==> src/hdl/pesc_pkg.sv <==
package pesc_pkg;

  localparam int unsigned ROW_BITS = 6;

  typedef enum logic [2:0] {
    ST_IDLE,
    ST_CHECK,
    ST_DIV,
    ST_INIT,
    ST_SKIP,
    ST_EMIT,
    ST_TALL
  } state_e;

endpackage

==> src/hdl/polygon_edge_scan_converter.sv <==
// polygon edge scan converter
// input channel (in_valid_i / in_ready_o): one edge per transfer, two
// endpoints plus the start-side and skip-first flags
// output channel (out_valid_o / out_ready_i): one x per scan line from
// y_begin up to but not including y_end, row_offset counting from 0 and
// last set on the final one
// an edge is taken only while the sequencer is idle; it then passes the
// height check, the bit-serial divider for width / height, a setup
// step, a skip step when skip_first is set, then gives one scan line
// per cycle as long as the receiver takes them
// zero-height and downward edges give no result, edges taller than
// MAX_ROWS give one result with too_tall set
// the result sits in an output register; a stalled receiver holds the
// walk, and the next edge can be taken while the last result still waits
// reset clears the sequencer and the output valid, no edge in flight
module polygon_edge_scan_converter #(
  parameter int unsigned MAX_ROWS   = 64,
  parameter int unsigned COORD_BITS = 16
) (
  input  logic                                  clk_i,
  input  logic                                  rst_ni,
  input  logic                                  in_valid_i,
  output logic                                  in_ready_o,
  input  logic signed [COORD_BITS-1:0]          x_begin_i,
  input  logic signed [COORD_BITS-1:0]          y_begin_i,
  input  logic signed [COORD_BITS-1:0]          x_end_i,
  input  logic signed [COORD_BITS-1:0]          y_end_i,
  input  logic                                  to_start_side_i,
  input  logic                                  skip_first_i,
  output logic                                  out_valid_o,
  input  logic                                  out_ready_i,
  output logic signed [COORD_BITS-1:0]          x_value_o,
  output logic [pesc_pkg::ROW_BITS-1:0]         row_offset_o,
  output logic                                  start_side_o,
  output logic                                  last_o,
  output logic                                  too_tall_o
);

  localparam int unsigned CB = COORD_BITS;
  localparam int unsigned HW = $clog2(MAX_ROWS + 1);
  localparam int unsigned EW = HW + 1;
  localparam int unsigned XW = CB + 1;
  localparam int unsigned RB = pesc_pkg::ROW_BITS;

  pesc_pkg::state_e state_q, state_d;

  logic signed [CB-1:0] xb_q, xb_d;
  logic signed [XW-1:0] dx_q, dx_d;
  logic signed [XW-1:0] dy_q, dy_d;
  logic                 side_q, side_d;
  logic                 skip_q, skip_d;
  logic [HW-1:0]        h_q, h_d;
  logic signed [XW-1:0] x_q, x_d;
  logic signed [EW-1:0] err_q, err_d;
  logic [HW-1:0]        rows_q, rows_d;
  logic [RB-1:0]        n_q, n_d;

  logic                 out_valid_q, out_valid_d;
  logic signed [CB-1:0] ox_q, ox_d;
  logic [RB-1:0]        orow_q, orow_d;
  logic                 oside_q, oside_d;
  logic                 olast_q, olast_d;
  logic                 otall_q, otall_d;

  logic                 div_start;
  logic                 div_busy;
  logic [CB-1:0]        div_quot;
  logic [HW-1:0]        div_rem;
  logic [XW-1:0]        abs_dx;

  logic                 dir_pos;
  logic signed [EW-1:0] err_sum;
  logic                 carry;
  logic signed [EW-1:0] err_step;
  logic signed [XW:0]   major_ext;
  logic signed [XW:0]   dir_ext;
  logic signed [XW:0]   x_sum;
  logic signed [XW-1:0] x_step;
  logic                 out_free;
  logic                 in_xfer;

  assign abs_dx = dx_q[XW-1] ? (XW'(0) - dx_q) : dx_q;

  pesc_div #(
    .DW(CB),
    .VW(HW)
  ) u_div (
    .clk_i     (clk_i),
    .rst_ni    (rst_ni),
    .start_i   (div_start),
    .dividend_i(abs_dx[CB-1:0]),
    .divisor_i (dy_q[HW-1:0]),
    .busy_o    (div_busy),
    .quot_o    (div_quot),
    .rem_o     (div_rem)
  );

  // one row of the walk
  always_comb begin
    dir_pos   = dx_q > $signed(XW'(0));
    err_sum   = err_q + $signed({1'b0, div_rem});
    carry     = err_sum > $signed(EW'(0));
    err_step  = carry ? (err_sum - $signed({1'b0, h_q})) : err_sum;
    major_ext = dir_pos ? $signed({2'b00, div_quot}) : -$signed({2'b00, div_quot});
    dir_ext   = carry ? (dir_pos ? $signed((XW + 1)'(1)) : -$signed((XW + 1)'(1)))
                      : $signed((XW + 1)'(0));
    x_sum     = $signed({x_q[XW-1], x_q}) + major_ext + dir_ext;
    x_step    = x_sum[XW-1:0];
  end

  assign out_free   = !out_valid_q || out_ready_i;
  assign in_ready_o = state_q == pesc_pkg::ST_IDLE;
  assign in_xfer    = in_valid_i && in_ready_o;

  always_comb begin
    state_d     = state_q;
    xb_d        = xb_q;
    dx_d        = dx_q;
    dy_d        = dy_q;
    side_d      = side_q;
    skip_d      = skip_q;
    h_d         = h_q;
    x_d         = x_q;
    err_d       = err_q;
    rows_d      = rows_q;
    n_d         = n_q;
    div_start   = 1'b0;
    out_valid_d = out_valid_q && !out_ready_i;
    ox_d        = ox_q;
    orow_d      = orow_q;
    oside_d     = oside_q;
    olast_d     = olast_q;
    otall_d     = otall_q;
    case (state_q)
      pesc_pkg::ST_IDLE: begin
        if (in_xfer) begin
          xb_d    = x_begin_i;
          dx_d    = $signed({x_end_i[CB-1], x_end_i}) - $signed({x_begin_i[CB-1], x_begin_i});
          dy_d    = $signed({y_end_i[CB-1], y_end_i}) - $signed({y_begin_i[CB-1], y_begin_i});
          side_d  = to_start_side_i;
          skip_d  = skip_first_i;
          state_d = pesc_pkg::ST_CHECK;
        end
      end
      pesc_pkg::ST_CHECK: begin
        if (dy_q <= $signed(XW'(0))) begin
          state_d = pesc_pkg::ST_IDLE;
        end else if (dy_q > $signed(XW'(MAX_ROWS))) begin
          state_d = pesc_pkg::ST_TALL;
        end else begin
          h_d     = dy_q[HW-1:0];
          state_d = pesc_pkg::ST_DIV;
        end
      end
      pesc_pkg::ST_DIV: begin
        // divider is loaded on entry, then runs until idle again
        if (!div_busy) begin
          state_d = pesc_pkg::ST_INIT;
        end
      end
      pesc_pkg::ST_INIT: begin
        x_d     = $signed({xb_q[CB-1], xb_q});
        err_d   = (dx_q >= $signed(XW'(0))) ? $signed(EW'(0))
                                            : ($signed(EW'(1)) - $signed({1'b0, h_q}));
        rows_d  = h_q - HW'(skip_q);
        n_d     = '0;
        state_d = skip_q ? pesc_pkg::ST_SKIP : pesc_pkg::ST_EMIT;
      end
      pesc_pkg::ST_SKIP: begin
        x_d     = x_step;
        err_d   = err_step;
        state_d = (rows_q == '0) ? pesc_pkg::ST_IDLE : pesc_pkg::ST_EMIT;
      end
      pesc_pkg::ST_EMIT: begin
        if (out_free) begin
          out_valid_d = 1'b1;
          ox_d        = x_q[CB-1:0];
          orow_d      = n_q;
          oside_d     = side_q;
          olast_d     = rows_q == HW'(1);
          otall_d     = 1'b0;
          x_d         = x_step;
          err_d       = err_step;
          rows_d      = rows_q - HW'(1);
          n_d         = n_q + RB'(1);
          if (rows_q == HW'(1)) begin
            state_d = pesc_pkg::ST_IDLE;
          end
        end
      end
      pesc_pkg::ST_TALL: begin
        if (out_free) begin
          out_valid_d = 1'b1;
          ox_d        = '0;
          orow_d      = '0;
          oside_d     = side_q;
          olast_d     = 1'b1;
          otall_d     = 1'b1;
          rows_d      = '0;
          state_d     = pesc_pkg::ST_IDLE;
        end
      end
      default: begin
        state_d = pesc_pkg::ST_IDLE;
      end
    endcase
    if (state_q == pesc_pkg::ST_CHECK && state_d == pesc_pkg::ST_DIV) begin
      div_start = 1'b1;
    end
  end

  always_ff @(posedge clk_i or negedge rst_ni) begin
    if (!rst_ni) begin
      state_q     <= pesc_pkg::ST_IDLE;
      out_valid_q <= 1'b0;
      rows_q      <= '0;
    end else begin
      state_q     <= state_d;
      out_valid_q <= out_valid_d;
      rows_q      <= rows_d;
    end
  end

  always_ff @(posedge clk_i) begin
    xb_q    <= xb_d;
    dx_q    <= dx_d;
    dy_q    <= dy_d;
    side_q  <= side_d;
    skip_q  <= skip_d;
    h_q     <= h_d;
    x_q     <= x_d;
    err_q   <= err_d;
    n_q     <= n_d;
    ox_q    <= ox_d;
    orow_q  <= orow_d;
    oside_q <= oside_d;
    olast_q <= olast_d;
    otall_q <= otall_d;
  end

  assign out_valid_o  = out_valid_q;
  assign x_value_o    = ox_q;
  assign row_offset_o = orow_q;
  assign start_side_o = oside_q;
  assign last_o       = olast_q;
  assign too_tall_o   = otall_q;

endmodule

==> src/hdl/pesc_div.sv <==
module pesc_div #(
  parameter int unsigned DW = 16,
  parameter int unsigned VW = 7
) (
  input  logic          clk_i,
  input  logic          rst_ni,
  input  logic          start_i,
  input  logic [DW-1:0] dividend_i,
  input  logic [VW-1:0] divisor_i,
  output logic          busy_o,
  output logic [DW-1:0] quot_o,
  output logic [VW-1:0] rem_o
);

  localparam int unsigned CW = $clog2(DW + 1);

  logic [CW-1:0] cnt_q, cnt_d;
  logic [DW-1:0] quo_q, quo_d;
  logic [VW-1:0] rem_q, rem_d;
  logic [VW-1:0] dvs_q, dvs_d;
  logic [VW:0]   partial;
  logic [VW:0]   diff;
  logic          fits;

  // one quotient bit per cycle, restoring
  always_comb begin
    partial = {rem_q, quo_q[DW-1]};
    diff    = partial - {1'b0, dvs_q};
    fits    = partial >= {1'b0, dvs_q};
    cnt_d   = cnt_q;
    quo_d   = quo_q;
    rem_d   = rem_q;
    dvs_d   = dvs_q;
    if (start_i) begin
      cnt_d = CW'(DW);
      quo_d = dividend_i;
      rem_d = '0;
      dvs_d = divisor_i;
    end else if (cnt_q != '0) begin
      cnt_d = cnt_q - CW'(1);
      quo_d = {quo_q[DW-2:0], fits};
      rem_d = fits ? diff[VW-1:0] : partial[VW-1:0];
    end
  end

  always_ff @(posedge clk_i or negedge rst_ni) begin
    if (!rst_ni) begin
      cnt_q <= '0;
    end else begin
      cnt_q <= cnt_d;
    end
  end

  always_ff @(posedge clk_i) begin
    quo_q <= quo_d;
    rem_q <= rem_d;
    dvs_q <= dvs_d;
  end

  assign busy_o = cnt_q != '0;
  assign quot_o = quo_q;
  assign rem_o  = rem_q;

endmodule

==> config.mk <==
export PLATFORM = sky130hd
export DESIGN_NAME = polygon_edge_scan_converter
export DESIGN_NICKNAME = d
export VERILOG_FILES = /design/src/hdl/pesc_pkg.sv /design/src/hdl/polygon_edge_scan_converter.sv /design/src/hdl/pesc_div.sv
export SDC_FILE = /design/constraint.sdc
export NUM_CORES = 1
export LEC_CHECK = 0
export BUFFER_PORTS_ARGS = -buffer_cell sky130_fd_sc_hd__buf_4
export CAP_MARGIN = 0
export CORE_UTILIZATION = 40
export CTS_BUF_LIST = sky130_fd_sc_hd__clkbuf_16
export DETAILED_ROUTE_END_ITERATION = 6
export PLACE_DENSITY = 0.55
export SETUP_SLACK_MARGIN = 0.05
export SLEW_MARGIN = 20
export SYNTH_ARGS = -nofsm -noshare
export SYNTH_HDL_FRONTEND = slang
export SYNTH_SLANG_ARGS = --single-unit
==> constraint.sdc <==
create_clock -name clk_i -period 6.6 [get_ports clk_i]
set_input_delay 0 -clock clk_i [delete_from_list [all_inputs] [get_ports clk_i]]
set_output_delay 0 -clock clk_i [all_outputs]
set_load 0.01 [all_outputs]
Word level (Yosys, flattened, before mapping) --
Cells that the tools add are included.
Storage, ports and cells: bits of input ports 70, flip-flop bits (word level) 161, output and inout bits 27
Cells by class: add/sub/neg operators 14, muxes and demuxes 44, bitwise gates (word level) 2, equality and inequality tests 10, reduce and logical (&&, ||, !) cells 22, $lt $le $gt $ge 6
Operators by type and width (count):
- $mux 16 | 5
- $mux 17 | 4
- $pmux 17 s3 | 1
- $add 17x17->17 | 2
- $sub 16x16->17 | 2
- $pmux 16 s2 | 1
- $mux 3 | 8
- $mux 8 | 3
- $pmux 6 s2 | 2
- $pmux 8 s3 | 1
- $mux 7 | 3
- $pmux 3 s7 | 1
- $pmux 7 s3 | 1
- $mux 6 | 3
- $ge 17x1->1 const B | 1
- $gt 17x1->1 const B | 1
- $gt 17x8->1 const B | 1
- $le 17x1->1 const B | 1
- $neg 16->17 | 1
- $sub 1x16->16 const A | 1
- $mux 5 | 2
- $eq 3x2->1 const B | 3
- $eq 3x3->1 const B | 3
- $reduce_and 3->1 | 3
- 26 further kinds | 44

Longest topological paths before layout --
depth after elaboration 8, depth in mapped cells 23, depth with buffers taken out 22

Hierarchy --
From an unflattened synthesis, not the netlist that was laid out.
Second synthesis, totals: cell total of the unflattened synthesis 1069, area, all modules 10770.3 um^2
By module, submodules not included:
- polygon_edge_scan_converter | area an instance 8931.1 um^2, cells each 910, instances 1
- pesc_div | area an instance 1839.3 um^2, cells each 159, instances 1

Worst setup path after synthesis --
No wires, ideal clock.
path type register to register, start point reg err_q[0], end point reg x_q[12], data pin, data required time 6.335 ns, setup slack 1.047 ns, data arrival time 5.288 ns, cell stages (with the launch flop) 22, cells stage by stage edfxtp_1 > ha_1 > fa_1 > a211oi_2 > or4b_1 > o311ai_1 > or4_1 > nor2b_4 > buf_6 > nand2_1 > fa_1 > inv_1 > ha_1 > a21o_1 > a21oi_1 > nor2b_1 > o21a_1 > o41ai_2 > nor2_1 > o32ai_1 > xor2_1 > o21ai_1
On the way: word-level cells in the longest chain between the ends 6
Ends and longest elaborated chain:
- from (decl) | RTL line polygon_edge_scan_converter.sv:54 | logic signed [EW-1:0] err_q, err_d;
- from (signal assigned) | RTL line polygon_edge_scan_converter.sv:232 | err_q <= err_d;
- $add 8x8->8 * | RTL line polygon_edge_scan_converter.sv:101 | err_sum = err_q + $signed({1'b0, div_rem});
- $gt 8x1->1 * | RTL line polygon_edge_scan_converter.sv:102 | carry = err_sum > $signed(EW'(0));
- $mux 17 * | RTL line polygon_edge_scan_converter.sv:105 | dir_ext = carry ? (dir_pos ? $signed((XW + 1)'(1)) : -$signed((XW + 1)'(1)))
- $add 17x17->17 * | RTL line polygon_edge_scan_converter.sv:107 | x_sum = $signed({x_q[XW-1], x_q}) + major_ext + dir_ext;
- $mux 17 | RTL line polygon_edge_scan_converter.sv:175 | if (out_free) begin
- $pmux 17 s3 * | RTL line polygon_edge_scan_converter.sv:134 | case (state_q)
- via x_d[12] | RTL line polygon_edge_scan_converter.sv:53 | logic signed [XW-1:0] x_q, x_d;
- to (signal assigned) | RTL line polygon_edge_scan_converter.sv:231 | x_q <= x_d;
- to (decl) | RTL line polygon_edge_scan_converter.sv:53
Mark *: on every way through the listed nets, which the timed path passes. The rest lies on a longest branch. The select of a mux whose other input is x is not followed. A chain may end at the register's enable or synchronous reset.

Worst setup path after layout --
start point reg err_q[0], end point reg x_q[14], data pin
Same word-level chain as after synthesis.

==> impl_metrics.tcl <==
set metrics [dict create \
    yosys_warnings 0 \
    start_kind "flop" \
    die_y_um 162.9 \
    overflow 0 \
    crit_cells 21 \
    clk_path_buf_depth 2 \
    finalHoldViolations 0 \
    setup.worst_path.end_class "flop" \
    grt.busiest_layer "met2" \
    vias 7544 \
    synth_top_area_share_pct 39.72 \
    p_comb_share_pct 60.4 \
    r2r_slack_ps 990 \
    vias_per_cell 5.013 \
    num_rows 58 \
    final_max_slew_viol_count 0 \
    grt_max_degree 52 \
    setup_viol 0 \
    crit_type "flop to flop" \
    synth.net_count 1204 \
    p_leak_nw 5.267 \
    synthCells 1037 \
    rsz0062_at_grt "false" \
    seqPwrFrac_pct 26.6 \
    slew_headroom_pct 34.95 \
    io_buffers 96 \
    core_mm2 0.02525 \
    finalNetCount 1329 \
    cts_buffers 17 \
    grt_pass1_vias 7197 \
    design_area_mm2 0.01228 \
    syn_avg_cell_area_um2 9.988 \
    grt_pass1_wl_mm 35.98 \
    fmax_mhz 178.2 \
    crit_fanout 13 \
    grtUsageMet1_pct 25.12 \
    cp.required_ps 6760 \
    placed_cell_area_mm2 0.01147 \
    synth.distinct_cells 75 \
    drc 0 \
    worstHoldStart "y_end_i[2]" \
    reg2reg_from "err_q[0]$_DFFE_PP_" \
    antenna_cells 0 \
    start_util_pct 41.01 \
    die_area_mm2 0.02654 \
    crit_chain "ha_1 > fa_1 > a211oi_2 > nor2_1 > o311ai_1 > or4_1 > nor2b_4 > nand2_1 > buf_4 > fa_1 > inv_1 > ha_1 > a21o_1 > a21oi_1 > nor2b_1 > o21a_1 > o41ai_2 > o2111ai_1 > a31oi_1 > xor2_1 > o21ai_1" \
    cp_slowest_stage_delay_ps 460 \
    postCtsSetupBuffers 0 \
    net-switching-power_w 0.003187 \
    track_usage_pct 17.33 \
    final_antenna_net_count 0 \
    finalCritPeriodShare_pct 85.02 \
    h-tree-depth 4 \
    pwr-share-clk_pct 13.0 \
    reg2reg_to "x_q[14]$_DFFE_PP_" \
    max_slew.worst_pin.slew_ps 975.7 \
    reg2reg_depth 21 \
    synth_edf_count 137 \
    synthesis.area_mm2 0.01036 \
    synthFlopType "edfxtp_1" \
    ir_drop_uv 279.0 \
    path_buf_inv 2 \
    endpoint "x_q[14]$_DFFE_PP_" \
    cts_hold_buf 24 \
    clk_pin_slew_worst_paths_ps 70 \
    antenna_found_initial 1 \
    startpoint "err_q[0]$_DFFE_PP_" \
    ys_seq_area_share_pct 44.94 \
    status "finished clean" \
    hpwl_mm 16.99 \
    ios 97 \
    drt_iter0_drc 446 \
    cts_resized 0 \
    routabilityCongestion 0.8976 \
    yosysTopAreaCell "edfxtp_1" \
    clock_latency_ps 430 \
    die_x_um 162.9 \
    totalNegativeSetupSlack_ps 0 \
    wirelength_mm 21.81 \
    drt_pass1_iterations 5 \
    ctsRootBufferMaster "clkbuf_16" \
    grt_use_met3_pct 3.285 \
    final_cell_mix "edfxtp_1, inv_1, buf_4" \
    final_common_cell "edfxtp_1" \
    crit_slowest_cell "fa_1" \
    area_delta_synth_final_pct 18.57 \
    fin_skew_ps 10.17 \
    internal_power_w 0.004111 \
    wire_per_inst_um 14.49 \
    async_flop_share_pct 10.00 \
    finalCriticalPeriod_ps 5612 \
    maxCapViolCount 0 \
    hp-class "primary input to flop" \
    critPathTopFamily "compound AO/OA/AOI/OAI gates" \
    ys_seq_elements 160 \
    switching_share_pct 43.67 \
    cts_num_sinks 160 \
    power.density_mw_per_mm2 594.3 \
    drive_gt1_share_pct 13.02 \
    grt_util_met2_pct 26.25 \
    synthTopCellsByArea "edfxtp_1, ha_1, inv_1, fa_1, dfrtp_1" \
    cts_tree "built" \
    crit_arrival_ps 5770 \
]
[cell usage after synthesis, types with 11 or more instances]
library cell  number
a21oi_1           39
and2_1            13
clkbuf_1          19
dfrtp_1           16
edfxtp_1         137
fa_1              21
ha_1              76
inv_1            125
mux2i_1           11
nand2_1           84
nand3_1           21
nor2_1           102
nor2b_1           18
nor3_1            26
nor4_1            11
o21a_1            11
o21ai_0           39
o21ai_1           39
or3_1             11
xnor2_1           43
xor2_1            40
[worst min path at each step]
| stage | endpoint | slack (ps) | depth (start not counted) |
|---|---|---|---|
| 2_1_floorplan | out_valid_o$_DFF_PN0_ | -300 | 0 |
| 3_3_place_gp | rows_q[4]$_DFFE_PN0P_ | -120 | 1 |
| 3_5_place_dp | rows_q[4]$_DFFE_PN0P_ | -120 | 1 |
| 4_1_cts | dy_q[2]$_DFFE_PP_ | 10 | 3 |
| 5_1_grt | dy_q[2]$_DFFE_PP_ | 20 | 3 |
| 6_report | dy_q[2]$_DFFE_PP_ | 30 | 3 |
[routing by layer]
metal  up-vias  wire [um]
met5         -         13
met4         2        271
met3        18        939
met2       171       9321
met1      3461      11270
li1       3892          -
[power groups by stage]
stage	Sequential (W)	Combinational (W)	Clock (W)
after CTS	0.00194	0.00445	0.000974
final	0.00194	0.00441	0.000948
after global routing	0.00199	0.00504	0.00101
after global placement	0.00196	0.00436	0
after detailed placement	0.00196	0.00440	0
after floorplan	0.00193	0.00344	0
[kinds of logic after synthesis]
group | Yosys count | synth area share, %
fa+ha+maj | 97 | 13.24
simple gates | 322 | 14.77
mux | 13 | 1.281
buf+inv | 149 | 5.484
flops | 160 | 44.94
compound gates | 212 | 13.00
xor+xnor | 84 | 7.284
[sequential cells by signal, summed over array words and instances, names as in the netlist, 7 cells and up]
signal / count
err_q: 8
dx_q: 17
u_div.dvs_q: 7
dy_q: 17
u_div.quot_o: 16
xb_q: 16
u_div.rem_o: 7
x_value_o: 16
rows_q: 7
h_q: 7
x_q: 16
[cell type report]
class / count / area [um^2]
Sequential cell: 160 / 4654
Multi-Input combinational cell: 728 / 5147
Clock buffer: 17 / 425.4
Clock inverter: 15 / 142.6
Tap cell: 330 / 412.9
Fill cell: 2419 / 12970
Inverter: 127 / 476.7
Timing Repair Buffer: 128 / 1021
[stage by stage]
| stage | worst slack (ps) | hold slack [ps] | power (W) | utilization [%] | std cells |
|---|---|---|---|---|---|
| floorplan | 1047 | -295.6 | 0.005370 | - | 1037 |
| global placement | 1109 | -121.3 | 0.006322 | 45.41 | 1449 |
| detailed placement | 1010 | -120.6 | 0.006362 | 45.41 | 1449 |
| CTS | 980.3 | 13.10 | 0.007363 | 48.61 | 1505 |
| global route | 565.7 | 21.72 | 0.008044 | 48.63 | 1505 |
| finish | 988.4 | 26.62 | 0.007298 | 48.63 | 1505 |
[worst reg2reg max path, cell delays in order, from the launching register on]
cell       delay [ps]
edfxtp_1          370
ha_1              250
fa_1              430
a211oi_2          270
nor2_1            120
o311ai_1          420
or4_1             210
nor2b_4           350
nand2_1           160
buf_4             260
fa_1              460
inv_1              80
ha_1              220
a21o_1            180
a21oi_1           210
nor2b_1            70
o21a_1            190
o41ai_2           450
o2111ai_1         190
a31oi_1           220
xor2_1            180
o21ai_1            80
(Power assumes the default switching activity.)
